==> config.mk <==
export PLATFORM = sky130hd
export DESIGN_NAME = aad_div
export DESIGN_NICKNAME = d
export VERILOG_FILES = /design/src/design/aad_div.sv
export SDC_FILE = /design/constraint.sdc
export NUM_CORES = 1
export LEC_CHECK = 0
export BUFFER_PORTS_ARGS = -buffer_cell sky130_fd_sc_hd__buf_4
export CELL_PAD_IN_SITES_DETAIL_PLACEMENT = 0
export CELL_PAD_IN_SITES_GLOBAL_PLACEMENT = 1
export CORE_ASPECT_RATIO = 0.8
export CORE_UTILIZATION = 35
export DETAILED_ROUTE_END_ITERATION = 12
export PLACE_DENSITY_LB_ADDON = 0.1
export SYNTH_ARGS = -nofsm -noshare
export SYNTH_HDL_FRONTEND = slang
export SYNTH_SLANG_ARGS = --single-unit
export TNS_END_PERCENT = 50
==> constraint.sdc <==
create_clock -name clk -period 7.6 [get_ports clk]
set_input_delay 1.14 -clock clk [delete_from_list [all_inputs] [get_ports clk]]
set_output_delay 1.14 -clock clk [all_outputs]
set_load 0.005 [all_outputs]
==> src/design/aad_div.sv <==
// ----------------------------------------------------------------------------
// aad_div
// restoring divider, one quotient bit per cycle
// ----------------------------------------------------------------------------
module aad_div #(
  parameter int W = 32
) (
  input  logic         clk,
  input  logic         rst,
  input  logic         start,
  input  logic [W-1:0] dividend,
  input  logic [W-1:0] divisor,
  output logic         done,
  output logic [W-1:0] quotient
);

  localparam int CW = $clog2(W + 1);

  logic [W-1:0]  rem;
  logic [W-1:0]  quo;
  logic [W-1:0]  dsr;
  logic [CW-1:0] cnt;
  logic          busy;
  logic [W:0]    sh;
  logic [W:0]    diff;

  assign sh       = {rem, quo[W-1]};
  assign diff     = sh - {1'b0, dsr};
  assign quotient = quo;

  always_ff @(posedge clk) begin
    if (rst) begin
      busy <= 1'b0;
      done <= 1'b0;
    end else begin
      done <= 1'b0;
      if (start) begin
        busy <= 1'b1;
        cnt  <= CW'(W);
      end else if (busy) begin
        cnt <= cnt - CW'(1);
        if (cnt == CW'(1)) begin
          busy <= 1'b0;
          done <= 1'b1;
        end
      end
    end
  end

  // datapath, no reset needed
  always_ff @(posedge clk) begin
    if (start) begin
      rem <= '0;
      quo <= dividend;
      dsr <= divisor;
    end else if (busy) begin
      if (!diff[W]) begin
        rem <= diff[W-1:0];
        quo <= {quo[W-2:0], 1'b1};
      end else begin
        rem <= sh[W-1:0];
        quo <= {quo[W-2:0], 1'b0};
      end
    end
  end

endmodule

After elaboration in Yosys (flattened, before gate mapping)
Cells that the tools add are included.
- add/sub/neg operators: 2
- equal/unequal tests: 1
- muxes and demuxes: 9
- bitwise operators: 2
- reduce and logical (&&, ||, !) cells: 3
- operators with widths (kind ; count):
    $mux 32 ; 3
    $sub 33x32->33 ; 1
    $eq 6x1->1 const B ; 1
    $mux 6 ; 1
    $sub 6x1->6 const B ; 1
    $mux 1 ; 5
    $reduce_or 3->1 ; 1
    $not 1->1 ; 2
    $reduce_and 2->1 ; 1
    $reduce_bool 2->1 ; 1
- bits in registers: 104
- bits of input ports: 67
- output and inout port bits: 33

Depth between registers and ports, before layout
- word-level depth: 4
- mapped depth: 14
- mapped depth without buffers: 12

Worst setup path before layout
Ideal clock, no wire load.
- kind: register to register
- start: register quo[31], in the netlist quotient[31]
- end: register rem[3]
- library setup time: 0.091 ns
- data arrival time: 2.951 ns
- required time: 7.509 ns
- path slack: 4.558 ns
- stages on the path, launching flop included: 13
- buffers on the path: 0
- clock period less this slack: 3.042 ns
- cell sequence: edfxtp_1 -> inv_1 -> ha_1 -> fa_1 -> nand2b_1 -> a211o_1 -> a21o_1 -> nand3_2 -> a21oi_4 -> o21ai_2 -> a21oi_1 -> or4_1 -> a311oi_1
- longest elaborated chain between the ends: 2
- RTL lines (item ; line ; RTL):
    start, declared ; 20 ; logic [W-1:0] quo;
    start signal, assigned ; 54 ; quo <= dividend;
    start signal, assigned ; 59 ; quo <= {quo[W-2:0], 1'b1};
    start signal, assigned ; 62 ; quo <= {quo[W-2:0], 1'b0};
    $sub 33x32->33 ; 28 ; assign diff = sh - {1'b0, dsr};
    $mux 32 ; 57 ; if (!diff[W]) begin
    end signal, assigned ; 58 ; rem <= diff[W-1:0];
    end signal, assigned ; 61 ; rem <= sh[W-1:0];
    end, declared ; 19 ; logic [W-1:0] rem;
No other way between the ends.
A chain may end at the register's enable or synchronous reset.

Worst setup path after layout
- start: register quo[31], in the netlist quotient[31]
- end: register rem[1]
Same word-level chain as after synthesis.

==> impl_metrics.toml <==
[hold_path]
hold_class = "register to register"
min_from = "rem[23]"
worstHoldPathCells = 2
holdPathEnd = "rem[23]"

[route]
firstDrtPassIters = 5
routedWlPerCell_um = 16.7
drc = 0
sum_of_routed_wire_length_over_all_layers_mm = 15.2
viasPerCell = 5.36
via_count = 4874
antenna_left = 0
drt_iter0_drc = 342

[clocking]
source_to_sink_clock_delay_at_the_later_pin_of_the_worst_skew_pair_ps = 360
cts-buffers-inserted = 9
ctsHoldBuffers = 0
cts_repair_resize_count = 0
h-tree-depth = 3
tritoncts_clock_tree = "built"
post_cts.repair.setup_buffers = 0
clk_path_buf_depth = 2
clk_pin_slew_ps = 70
clock_sinks = 104
cts_root_buffer = "sky130_fd_sc_hd__clkbuf_16"

[sta]
report.final.slew_viol_count = 0
grt_setup_unrepaired = "false"
min_period_over_period_pct = 55.8
maxClockFrequency_mhz = 236
worstMarginPinSlew_ps = 1310
final.setup_skew_ps = 8.85
fin_ws_ps = 3360
setup_viol = 0
timing.slew.headroom_pct = 12.5
period_minus_slack_ps = 4240
fin_setup_tns_ps = 0
fin_hold_viols = 0

[final_layout]
area.growth.synth_to_final_pct = 20.1
number_of_nets_in_the_layout = 787
drive_above_1_share_pct = 24.2
n_antenna_cell = 0
fillCellCount = 1663
postLayoutCoreUtil_pct = 43.7

[global_routing]
grt_overflow_total = 0
initial_antenna_violation_count = 0
grt_first_pass_wirelength_mm = 25.0
grtUsageTotal_pct = 17.7
grt_pass1_vias = 4763
largest_net_degree_at_the_start_of_global_routing = 74

[yosys]
seq_area_frac_synth_pct = 45.5
netlist_top_cells_count = "sky130_fd_sc_hd__edfxtp_1 (70), sky130_fd_sc_hd__nor2_1 (52), sky130_fd_sc_hd__inv_1 (41)"
synthesis_stage_register_bit_count = 104
yosys.cell_types.count = 62
syn_inst = 608
post-synth-top-count-cell = "sky130_fd_sc_hd__edfxtp_1"
synth_enable_flop_cells = 70
netlist.area_leader.share_pct = 34.4
postSynthAreaPerCell_um2 = 10.1
ys.warnings.count = 0
synth_area_leaders = "sky130_fd_sc_hd__edfxtp_1 (34%), sky130_fd_sc_hd__dfxtp_1 (11%), sky130_fd_sc_hd__ha_1 (7.0%), sky130_fd_sc_hd__mux2_2 (5.7%), sky130_fd_sc_hd__a311oi_1 (4.0%)"
post_synth_instance_area_mm2 = 0.00612
net_count_after_synthesis = 710
synth_flop_cell = "sky130_fd_sc_hd__edfxtp_1"
synth.largest_area_cell = "sky130_fd_sc_hd__edfxtp_1"
synth-async-reset-ratio_pct = 0

[die]
io-pin-count = 100
floorplan.die_area_mm2 = 0.0180
initial_core_util_pct = 36.4
rows = 42
chipWidth_um = 150
placeableCoreArea_mm2 = 0.0168
dieHeight_um = 120

[pwr]
design_power_total_w = 0.00161
peak_supply_drop_mv = 0.123
cellLeakagePower_nw = 3.07
power.density_cell_area_mw_per_mm2 = 218

[placed_design]
buffer_ports.inserted = 99
dp.final_hpwl_mm = 10.5
weighted_congestion_reported_at_the_end_of_routability_driven_placement = 0.780
detailedPlace.worstSlack_ps = 3340

[critical_path]
regToRegEndpoint = "rem[1]"
crit_path_max_fanout = 28
worst_path_largest_cell_delay_ps = 1020
critPathKind = "register to register"
critical_path_buf_inv_count = 1
critPathCaptureType = "register"
crit_arrival_ps = 4500
worst_path_dominant_cell_family = "simple AND/OR/NAND/NOR gates"
critical_path.reg2reg.startpoint = "quotient[31]"
internal_reg_to_reg_setup_slack_ps = 3360
reg2regPathDepth = 12
cell_at_the_slowest_stage_of_the_critical_path = "sky130_fd_sc_hd__nand3_1"
worst_setup_path_start_kind = "register"
worst_path_cell_trace = "inv_1 -> ha_1 -> fa_1 -> nand2b_1 -> a211o_1 -> a21o_1 -> nand3_2 -> a21oi_4 -> o21ai_2 -> nand3_1 -> and3_1 -> o32ai_1"
critPathRequiredTime_ps = 7860

[run]
maxCapViolations = 0

[run_status]
outcome = "finished, final reports clean"
## cell usage in the layout (no fill, tap or decap), types with 11 or more instances in the layout
| cell type | synthesis | final |
|---|---|---|
| sky130_fd_sc_hd__dfxtp_1 | 34 | 33 |
| sky130_fd_sc_hd__inv_1 | 41 | 41 |
| sky130_fd_sc_hd__a21oi_1 | 36 | 35 |
| sky130_fd_sc_hd__a21o_1 | 18 | 18 |
| sky130_fd_sc_hd__xnor2_1 | 12 | 12 |
| sky130_fd_sc_hd__edfxtp_1 | 70 | 70 |
| sky130_fd_sc_hd__xor2_1 | 12 | 12 |
| sky130_fd_sc_hd__nand3_1 | 31 | 31 |
| sky130_fd_sc_hd__o21ai_0 | 34 | 34 |
| sky130_fd_sc_hd__ha_1 | 34 | 34 |
| sky130_fd_sc_hd__nor2_1 | 52 | 52 |
| sky130_fd_sc_hd__o21ai_1 | 11 | 11 |
| sky130_fd_sc_hd__nand2_1 | 22 | 22 |
| sky130_fd_sc_hd__a311oi_1 | 28 | 28 |
| sky130_fd_sc_hd__nand2b_1 | 13 | 13 |
| sky130_fd_sc_hd__mux2_2 | 31 | 31 |
| sky130_fd_sc_hd__buf_4 | 0 | 102 |
## state kept, by name, summed over array words and instances (netlist names)
| name | flops |
|---|---|
| cnt | 6 |
| busy | 1 |
| done | 1 |
| quotient | 32 |
| rem | 32 |
| dsr | 32 |
## logic make-up (layout without fill, tap and decap cells)
kind of cell             Yosys count  in the layout  share of synthesized area, %
buffers and inverters             78            160                          5.05
flip-flops                       104            104                          45.5
AO/OA/AOI/OAI                    169            169                          18.8
multiplexers                      33             33                          6.03
XOR/XNOR                          24             24                          3.44
adder cells (fa/ha/maj)           35             35                          7.28
AND/OR/NAND/NOR                  165            165                          13.9
## metrics by stage
step	std cells	hold WS, ps	area, um^2
CTS	909	508	7320
floorplan	608	451	6120
finish	910	504	7350
global placement	893	491	7020
detailed placement	893	497	7020
global route	910	522	7350
## worst register-to-register path: stages, from the launching register on
cell and delay, ps:
sky130_fd_sc_hd__edfxtp_1 380, sky130_fd_sc_hd__inv_1 60, sky130_fd_sc_hd__ha_1 230, sky130_fd_sc_hd__fa_1 380, sky130_fd_sc_hd__nand2b_1 200, sky130_fd_sc_hd__a211o_1 300
sky130_fd_sc_hd__a21o_1 210, sky130_fd_sc_hd__nand3_2 120, sky130_fd_sc_hd__a21oi_4 70, sky130_fd_sc_hd__o21ai_2 340, sky130_fd_sc_hd__nand3_1 1020, sky130_fd_sc_hd__and3_1 580
sky130_fd_sc_hd__o32ai_1 260
## power breakdown
part	leakage, nW	switching (W)	total [W]	internal, W
Clock	0.141	0.000233	0.000493	0.000260
Combinational	1.95	0.000232	0.000419	0.000187
Sequential	0.973	0.0000303	0.000693	0.000663
Total	3.07	0.000496	0.00161	0.00111
## layer usage
layer | vias to the layer above | global-route usage [%] | part of all wire, %
met5 | - | 0 | 0
met3 | 10 | 3.55 | 4.1
met4 | 0 | 4.48 | 1.0
met2 | 90 | 26.0 | 43
met1 | 2359 | 26.3 | 52
li1 | 2415 | - | -
## worst max-delay path by stage
stage | startpoint | to | slack (ps) | cells after the start
CTS | quotient[31] | rem[1] | 3310 | 12
global placement | quotient[31] | rem[1] | 3500 | 12
finish | quotient[31] | rem[1] | 3360 | 12
global route | quotient[31] | rem[1] | 3130 | 12
floorplan | quotient[31] | rem[3] | 4560 | 12
detailed placement | quotient[31] | rem[1] | 3340 | 12
## cell type report
type / count / area (um^2) / area share [%]
Clock buffer: 9 / 225 / 3.06
Sequential cell: 104 / 2780 / 37.9
Timing Repair Buffer: 103 / 793 / 10.8
Clock inverter: 7 / 80.1 / 1.09
Multi-Input combinational cell: 426 / 3040 / 41.3
Tap cell: 220 / 275 / 3.75
Inverter: 41 / 154 / 2.09
No activity file was read; power rests on OpenSTA's default activity.
